==> src/hw/rtl/pin_lock_controller_defines.svh <==
// assertion macros for the pin lock controller rtl
`ifndef PIN_LOCK_CONTROLLER_DEFINES_SVH
`define PIN_LOCK_CONTROLLER_DEFINES_SVH

// clocked assertion, masked while reset is held
`define PLC_ASSERT(lbl, prop, msg) \
    lbl: assert property (@(posedge i_clk) disable iff (!i_rst_n) prop) else $error(msg);

// clocked assertion that also checks reset behavior
`define PLC_ASSERT_RST(lbl, prop, msg) \
    lbl: assert property (@(posedge i_clk) prop) else $error(msg);

`endif

==> src/hw/rtl/plc_pkg.sv <==
// types, codes and helpers for the pin lock controller
`default_nettype none

package plc_pkg;

    // command bytes seen in idle
    localparam logic [7:0] CMD_OPEN   = 8'd111;
    localparam logic [7:0] CMD_CHANGE = 8'd109;
    localparam logic [7:0] CMD_CLOSE  = 8'd102;
    localparam logic [7:0] ASCII_ZERO = 8'd48;
    localparam logic [7:0] TIMEOUT_DIGIT = 8'd0;

    localparam logic [15:0] TIMEOUT_RESET = 16'd200;

    // word kind on the input tuser bit
    localparam logic OP_BYTE = 1'b0;
    localparam logic OP_TICK = 1'b1;

    // entry phase, one-hot
    typedef enum logic [4:0] {
        PH_IDLE = 5'b00001,
        PH_OPEN = 5'b00010,
        PH_CUR  = 5'b00100,
        PH_NEW  = 5'b01000,
        PH_CONF = 5'b10000
    } t_phase;

    typedef enum logic [1:0] {
        MOTOR_NONE  = 2'd0,
        MOTOR_OPEN  = 2'd1,
        MOTOR_CLOSE = 2'd2
    } t_motor;

    typedef enum logic [2:0] {
        ST_NONE           = 3'd0,
        ST_PIN_PROMPT     = 3'd1,
        ST_WRONG_PIN      = 3'd2,
        ST_UNLOCKED       = 3'd3,
        ST_MISMATCH       = 3'd4,
        ST_CHANGED        = 3'd5,
        ST_NEW_PROMPT     = 3'd6,
        ST_CONFIRM_PROMPT = 3'd7
    } t_status;

    // binary phase codes reported on the output
    localparam logic [2:0] PC_IDLE = 3'd0;
    localparam logic [2:0] PC_OPEN = 3'd1;
    localparam logic [2:0] PC_CUR  = 3'd2;
    localparam logic [2:0] PC_NEW  = 3'd3;
    localparam logic [2:0] PC_CONF = 3'd4;

    typedef struct packed {
        t_motor     motor;
        t_status    status;
        logic       door;
        logic [2:0] phase;
    } t_result;

    function automatic logic [2:0] phase_code(input t_phase ph);
        logic [2:0] code;
        code = PC_IDLE;
        unique case (ph)
            PH_IDLE: code = PC_IDLE;
            PH_OPEN: code = PC_OPEN;
            PH_CUR:  code = PC_CUR;
            PH_NEW:  code = PC_NEW;
            PH_CONF: code = PC_CONF;
            default: code = PC_IDLE;
        endcase
        return code;
    endfunction

endpackage

`default_nettype wire

==> src/hw/rtl/plc_core.sv <==
// lock state, pin stores and the per-word transition logic
`default_nettype none

module plc_core #(
    parameter int PIN_DIGITS = 4
) (
    input  wire logic             i_clk,
    input  wire logic             i_rst_n,
    input  wire logic             i_accept,
    input  wire logic             i_op,
    input  wire logic [7:0]       i_byte,
    input  wire logic             i_cfg_wr_en,
    input  wire logic [15:0]      i_cfg_wr_data,
    output plc_pkg::t_result      o_result
);
    import plc_pkg::*;

    localparam int IDX_W = (PIN_DIGITS > 1) ? $clog2(PIN_DIGITS) : 1;
    localparam logic [IDX_W-1:0] LAST_IDX = IDX_W'(PIN_DIGITS - 1);

    t_phase           r_phase, n_phase;
    logic [IDX_W-1:0] r_idx, n_idx;
    logic             r_match, n_match;
    logic [15:0]      r_wait, n_wait;
    logic             r_door, n_door;
    logic [15:0]      r_limit;
    logic [7:0]       r_stored [PIN_DIGITS];
    logic [7:0]       r_entry  [PIN_DIGITS];

    logic       take;
    logic       entry_we;
    logic       store_we;
    logic [7:0] digit;
    logic       digit_ok;
    logic       match_all;
    t_motor     motor;
    t_status    status;

    assign digit = (i_op == OP_BYTE) ? i_byte : TIMEOUT_DIGIT;

    // next state and result for the presented word
    always_comb begin
        n_phase   = r_phase;
        n_idx     = r_idx;
        n_match   = r_match;
        n_wait    = r_wait;
        n_door    = r_door;
        motor     = MOTOR_NONE;
        status    = ST_NONE;
        take      = 1'b0;
        entry_we  = 1'b0;
        store_we  = 1'b0;
        digit_ok  = 1'b1;
        match_all = r_match;

        unique case (r_phase)
            PH_IDLE: begin
                if (i_op == OP_BYTE) begin
                    if (i_byte == CMD_OPEN || i_byte == CMD_CHANGE) begin
                        n_phase = (i_byte == CMD_OPEN) ? PH_OPEN : PH_CUR;
                        n_idx   = '0;
                        n_match = 1'b1;
                        status  = ST_PIN_PROMPT;
                    end else if (i_byte == CMD_CLOSE && r_door) begin
                        motor  = MOTOR_CLOSE;
                        n_door = 1'b0;
                    end
                end
                n_wait = '0;
            end
            PH_OPEN, PH_CUR, PH_NEW, PH_CONF: begin
                if (i_op == OP_BYTE || r_wait >= r_limit) begin
                    take = 1'b1;
                end else begin
                    n_wait = r_wait + 16'd1;
                end
            end
            default: begin
                n_phase = PH_IDLE;
                n_idx   = '0;
                n_match = 1'b1;
                n_wait  = '0;
            end
        endcase

        // one digit taken in an entry phase
        if (take) begin
            n_wait = '0;
            priority case (r_phase)
                PH_OPEN, PH_CUR: digit_ok = (digit == r_stored[r_idx]);
                PH_CONF:         digit_ok = (digit == r_entry[r_idx]);
                default: begin
                    digit_ok = 1'b1;
                    entry_we = 1'b1;
                end
            endcase
            match_all = r_match & digit_ok;
            if (r_idx != LAST_IDX) begin
                n_idx   = r_idx + IDX_W'(1);
                n_match = match_all;
            end else begin
                n_idx   = '0;
                n_match = 1'b1;
                priority case (r_phase)
                    PH_OPEN: begin
                        n_phase = PH_IDLE;
                        if (match_all) begin
                            status = ST_UNLOCKED;
                            if (!r_door) begin
                                motor  = MOTOR_OPEN;
                                n_door = 1'b1;
                            end
                        end else begin
                            status = ST_WRONG_PIN;
                        end
                    end
                    PH_CUR: begin
                        if (match_all) begin
                            n_phase = PH_NEW;
                            status  = ST_NEW_PROMPT;
                        end else begin
                            n_phase = PH_IDLE;
                            status  = ST_WRONG_PIN;
                        end
                    end
                    PH_NEW: begin
                        n_phase = PH_CONF;
                        status  = ST_CONFIRM_PROMPT;
                    end
                    default: begin
                        n_phase = PH_IDLE;
                        if (match_all) begin
                            store_we = 1'b1;
                            status   = ST_CHANGED;
                        end else begin
                            status = ST_MISMATCH;
                        end
                    end
                endcase
            end
        end
    end

    // control state
    always_ff @(posedge i_clk) begin
        if (!i_rst_n) begin
            r_phase <= PH_IDLE;
            r_idx   <= '0;
            r_match <= 1'b1;
            r_wait  <= '0;
            r_door  <= 1'b1;
            r_limit <= TIMEOUT_RESET;
        end else begin
            if (i_accept) begin
                r_phase <= n_phase;
                r_idx   <= n_idx;
                r_match <= n_match;
                r_wait  <= n_wait;
                r_door  <= n_door;
            end
            if (i_cfg_wr_en) begin
                r_limit <= i_cfg_wr_data;
            end
        end
    end

    // stored pin, copied from the new-pin buffer on a confirmed change
    always_ff @(posedge i_clk) begin
        if (!i_rst_n) begin
            for (int k = 0; k < PIN_DIGITS; k++) begin
                r_stored[k] <= ASCII_ZERO;
            end
        end else if (i_accept && store_we) begin
            for (int k = 0; k < PIN_DIGITS; k++) begin
                r_stored[k] <= r_entry[k];
            end
        end
    end

    // new-pin buffer, no reset
    always_ff @(posedge i_clk) begin
        if (i_accept && entry_we) begin
            r_entry[r_idx] <= digit;
        end
    end

    assign o_result.motor  = motor;
    assign o_result.status = status;
    assign o_result.door   = n_door;
    assign o_result.phase  = phase_code(n_phase);

endmodule

`default_nettype wire

==> src/hw/rtl/pin_lock_controller.sv <==
// top level of the pin lock controller: stream ports and result register
//
// Input stream carries one word per received byte or timer tick: tuser is the
// kind (0 byte, 1 tick), tdata the byte. Each accepted word yields exactly one
// result word on the output stream: bolt drive, status code, door state and
// entry phase after that word.
// One register stage: a word accepted at an edge shows its result at the
// output from that edge on. Throughput: one word per cycle unless the
// output stalls; the state update is a single transition with one digit
// compare per word. The result register frees the input side: a new word is
// taken whenever the register is empty or its word is taken in the same
// cycle. While the output is stalled with a word held, input tready stays
// low and the held word stays unchanged.
// The user must write the timeout limit (i_cfg_wr_en / i_cfg_wr_data) while the
// block is idle; the block does not enforce it. It takes effect for the next word.
// Reset (synchronous, active low) returns to idle with the door open, the
// stored pin set to ASCII '0000', timeout limit 200 and the output empty.
`default_nettype none

module pin_lock_controller #(
    parameter int PIN_DIGITS = 4
) (
    input  wire logic        i_clk,
    input  wire logic        i_rst_n,
    // input stream
    input  wire logic        i_s_axis_tvalid,
    output logic             o_s_axis_tready,
    input  wire logic [7:0]  i_s_axis_tdata,   // [7:0] byte_value
    input  wire logic        i_s_axis_tuser,   // [0] op
    // output stream
    output logic             o_m_axis_tvalid,
    input  wire logic        i_m_axis_tready,
    output logic [15:0]      o_m_axis_tdata,   // [1:0] motor_cmd, [4:2] status,
                                               // [5] door_is_open, [8:6] entry_phase
    // configuration
    input  wire logic        i_cfg_wr_en,
    input  wire logic [15:0] i_cfg_wr_data
);
    import plc_pkg::*;

    t_result result;
    t_result r_out;
    logic    r_out_valid;
    logic    accept;

    // take a word when the result register can hold its result
    assign o_s_axis_tready = !r_out_valid || i_m_axis_tready;
    assign accept          = i_s_axis_tvalid && o_s_axis_tready;

    plc_core #(
        .PIN_DIGITS(PIN_DIGITS)
    ) u_core (
        .i_clk         (i_clk),
        .i_rst_n       (i_rst_n),
        .i_accept      (accept),
        .i_op          (i_s_axis_tuser),
        .i_byte        (i_s_axis_tdata),
        .i_cfg_wr_en   (i_cfg_wr_en),
        .i_cfg_wr_data (i_cfg_wr_data),
        .o_result      (result)
    );

    // result register valid
    always_ff @(posedge i_clk) begin
        if (!i_rst_n) begin
            r_out_valid <= 1'b0;
        end else if (accept) begin
            r_out_valid <= 1'b1;
        end else if (i_m_axis_tready) begin
            r_out_valid <= 1'b0;
        end
    end

    // result register payload
    always_ff @(posedge i_clk) begin
        if (accept) begin
            r_out <= result;
        end
    end

    assign o_m_axis_tvalid = r_out_valid;
    assign o_m_axis_tdata  = {7'd0, r_out.phase, r_out.door, r_out.status, r_out.motor};

`include "pin_lock_controller_defines.svh"

    `PLC_ASSERT_RST(a_rst_empty, !i_rst_n |=> !r_out_valid, "output valid after reset")
    `PLC_ASSERT(a_open_unlocked, r_out_valid && r_out.motor == MOTOR_OPEN |-> r_out.status == ST_UNLOCKED && r_out.door, "bolt open without unlock")
    `PLC_ASSERT(a_close_door, r_out_valid && r_out.motor == MOTOR_CLOSE |-> !r_out.door && r_out.phase == PC_IDLE, "bolt close with door left open")
    `PLC_ASSERT(a_no_drop, r_out_valid && !i_m_axis_tready |=> r_out_valid && $stable(r_out), "held result lost")

endmodule

`default_nettype wire

==> config.mk <==
export PLATFORM = sky130hd
export DESIGN_NAME = pin_lock_controller
export DESIGN_NICKNAME = d
export VERILOG_FILES = /design/src/hw/rtl/plc_pkg.sv /design/src/hw/rtl/plc_core.sv /design/src/hw/rtl/pin_lock_controller.sv
export VERILOG_INCLUDE_DIRS = /design/src /design/src/hw/rtl
export SDC_FILE = /design/constraint.sdc
export NUM_CORES = 1
export LEC_CHECK = 0
export BUFFER_PORTS_ARGS = -buffer_cell sky130_fd_sc_hd__buf_4
export CORE_MARGIN = 8
export CORE_UTILIZATION = 50
export DETAILED_ROUTE_END_ITERATION = 6
export PLACE_DENSITY = 0.73
export SLEW_MARGIN = 10
export SYNTH_ARGS = -nofsm -noshare
export SYNTH_HDL_FRONTEND = slang
export SYNTH_SLANG_ARGS = --single-unit
==> constraint.sdc <==
create_clock -name i_clk -period 5.48 [get_ports i_clk]
set_input_delay 0.274 -clock i_clk [delete_from_list [all_inputs] [get_ports i_clk]]
set_output_delay 0.274 -clock i_clk [all_outputs]
set_load 0.005 [all_outputs]
==> impl_metrics.py <==
metrics = {
    "status": {
        "status": "finished clean",
    },
    "pwr": {
        "p_sw_share_pct": 21.4,
        "pwr-share-clk_pct": 49.7,
        "internal-power_mw": 1.70,
        "leakage_nw": 2.51,
        "p_switching_mw": 0.463,
        "total_power_mw": 2.16,
        "p_seq_share_pct": 44.6,
        "peakVddDrop_mv": 0.207,
        "power_frac_comb_pct": 5.7,
        "power_density_nw_per_um2": 316,
    },
    "cells_and_area": {
        "multiInputGateArea_um2": 2590,
        "diodes": 0,
        "layout_common_cells": "edfxtp_1 (73), nand2_1 (47), dfxtp_1 (44)",
        "syn2layout_area_growth_pct": 15.3,
        "fin_util_pct": 59.4,
        "final_common_cell": "edfxtp_1",
        "num-fill-cells": 929,
        "layout-drive-gt1-share_pct": 19.5,
        "regArea_um2": 3070,
        "nets": 592,
    },
    "timing": {
        "max_slew_margin_pct": 18.8,
        "skew_ns": 0.00633,
        "fin_crit_ns": 4.02,
        "fmax_ghz": 0.249,
        "setup_viol": 0,
        "rsz0062_at_grt": "no",
        "slew_violations": 0,
        "tightest_slew_ns": 1.21,
        "whs_ns": 0.0815,
        "hold_viol": 0,
        "post-route-period-util_pct": 73.4,
        "finalSetupTns_ns": 0,
    },
    "clock_network": {
        "insertion_delay_ns": 0.41,
        "numCtsBuffers": 17,
        "clockBufferDepth": 2,
        "clk_pin_slew_ns": 0.05,
        "cts_sinks": 117,
        "post_cts_buffers": 0,
        "hold_buffers": 0,
        "cts.htree.levels": 4,
        "cts-root-buf": "clkbuf_16",
        "tritoncts": "built",
        "cts_resized": 0,
    },
    "setup_path": {
        "slowest_stage": "dfxtp_1",
        "required_ns": 5.55,
        "critPathBufInv": 1,
        "crit_chain": "mux4_2, xnor2_1, nand4_1, nor2_2, a2bb2oi_2, nand4_4, o31ai_4, buf_4",
        "end_kind": "register",
        "r2r-end": "u_core.r_stored[0][1]",
        "cp-start-kind": "register",
        "max_stage_delay_ns": 1.00,
        "cp_top_family": "flip-flops",
        "critPathMaxFanout": 37,
        "ff2ff_setup_slack_ns": 1.46,
        "crit_type": "register to register",
        "cp.arrival_ns": 4.09,
        "reg2regPathDepth": 8,
    },
    "run": {
        "cap_viol_max_count": 0,
    },
    "synthesis": {
        "avgSynthCellArea_um2": 11.6,
        "syn_inst": 511,
        "synthesis.area_um2": 5930,
        "synth_ff_type": "edfxtp_1",
        "yosysWarnings": 0,
        "ys_types": 55,
        "synth_edf_count": 73,
        "async_flop_share_pct": 0,
        "synth_seq_cells": 117,
        "ys_seq_area_share_pct": 51.8,
    },
    "hold_path": {
        "min_from": "i_cfg_wr_data[3]",
        "min_to": "u_core.r_limit[3]",
        "hold_class": "input pin to register",
        "holdPathStages": 3,
    },
    "routing": {
        "finalWirelength_mm": 12.1,
        "route.detailed.drc": 0,
        "vias": 3927,
        "vias_per_cell": 5.63,
        "dr.pass1.iters": 5,
        "drt_iter0_drc": 211,
        "route.antenna.remaining_nets": 0,
        "post_drt_wl_per_cell_um": 17.3,
    },
    "die": {
        "die_w_um": 125,
        "fp.dieH_um": 125,
        "core_um2": 11500,
        "initial_core_util_pct": 51.5,
        "boundaryPins": 48,
        "die_area_um2": 15600,
        "rows": 39,
    },
    "grt": {
        "grt_max_degree": 63,
        "antenna_found_initial": 0,
        "grt_pass1_wl_mm": 20.0,
        "grt_pass1_vias": 3925,
        "grt_overflow": 0,
        "track_usage_pct": 16.0,
    },
    "placed_design": {
        "port_buffers": 40,
        "dpl.hpwl_mm": 8.56,
        "globalplace.congestion": 0.792,
    },
}
-- flip-flops by register name (all words and copies together), names as in the netlist, 2 cells and up, named ones only --
register / count
u_core.r_entry: 32
u_core.r_stored: 32
u_core.r_limit: 16
u_core.r_wait: 16
o_m_axis_tdata: 9
u_core.r_phase: 5
u_core.r_idx: 2
-- power by group through the flow --
stage / logic, mW / clock network, mW / registers, mW
2_1_floorplan: 0.0869 / 0 / 0.977
3_3_place_gp: 0.121 / 0 / 0.981
3_5_place_dp: 0.124 / 0 / 0.981
4_1_cts: 0.125 / 1.09 / 0.963
5_1_grt: 0.138 / 1.13 / 0.965
6_report: 0.124 / 1.07 / 0.963
-- logic make-up (layout without fill, tap and decap cells) --
logic type,Yosys count,count (layout),share of synthesized area [%]
adder cells (fa/ha/maj),21,21,4.43
other,1,7,0.0632
AO/OA/AOI/OAI,53,53,6.01
AND/OR/NAND/NOR,192,192,18.8
buffers and inverters,63,100,5.25
flip-flops,117,117,51.8
multiplexers,31,31,8.76
XOR/XNOR,33,33,4.87
-- synthesized netlist by cell type (all sizes together), types with 2 or more instances --
library cell | instances | area share [%]
inv | 26 | 1.6
or4 | 4 | 0.51
nand3 | 10 | 0.84
buf | 16 | 2.3
edfxtp | 73 | 37
xnor2 | 17 | 2.5
mux4 | 16 | 6.2
nand4 | 9 | 1.2
a211oi | 3 | 0.38
a21oi | 8 | 0.68
nor4 | 26 | 3.9
nor2 | 34 | 2.2
dfxtp | 44 | 15
nand2 | 47 | 3.0
a211o | 2 | 0.30
nand4bb | 6 | 1.1
nor3 | 3 | 0.25
nand2b | 6 | 0.63
mux2i | 14 | 2.4
o31ai | 6 | 0.76
o21ai | 17 | 1.4
and3 | 13 | 1.4
xor2 | 16 | 2.4
nor4b | 2 | 0.30
clkbuf | 21 | 1.4
ha | 21 | 4.4
o211ai | 4 | 0.51
nor2b | 25 | 2.6
or2 | 4 | 0.42
a21boi | 5 | 0.63
-- through the flow --
| step | std cells | worst slack (ns) | instance area [um^2] |
|---|---|---|---|
| final | 697 | 1.46 | 6840 |
| after global routing | 697 | 1.10 | 6840 |
| after CTS | 697 | 1.39 | 6840 |
| after detailed placement | 665 | 1.40 | 6250 |
| after global placement | 665 | 1.56 | 6250 |
| after floorplan | 517 | 0.507 | 5950 |
-- routing by layer --
layer | wire length, um | GRT usage (%)
met1 | 5350 | 19.3
met4 | 171 | 7.52
met2 | 5900 | 26.7
met3 | 659 | 3.47
met5 | 0 | 0
-- worst max path at each step --
stage / end / depth (start not counted) / slack, ns / startpoint
2_1_floorplan: u_core.r_stored[0][0] / 10 / 0.51 / register
3_3_place_gp: u_core.r_stored[0][6] / 8 / 1.56 / register
3_5_place_dp: u_core.r_stored[0][0] / 8 / 1.40 / register
4_1_cts: u_core.r_stored[3][2] / 8 / 1.39 / register
5_1_grt: u_core.r_stored[0][7] / 8 / 1.10 / register
6_report: u_core.r_stored[0][1] / 8 / 1.46 / register
-- cell type report --
type,count,area share [%]
Clock inverter,8,1.06
Inverter,26,1.43
Timing Repair Buffer,42,4.61
Tap cell,143,2.62
Multi-Input combinational cell,337,37.8
Sequential cell,117,44.9
Clock buffer,24,7.50
-- worst register-to-register path: cells and delay by family, from the launching register on --
kind,cells,cell delay (ns)
AO/OA/AOI/OAI,2,0.63
XOR/XNOR,1,0.15
flip-flops,1,1.00
multiplexers,1,0.62
AND/OR/NAND/NOR,3,0.87
buffers and inverters,1,0.40
No activity file was read; power rests on OpenSTA's default activity.
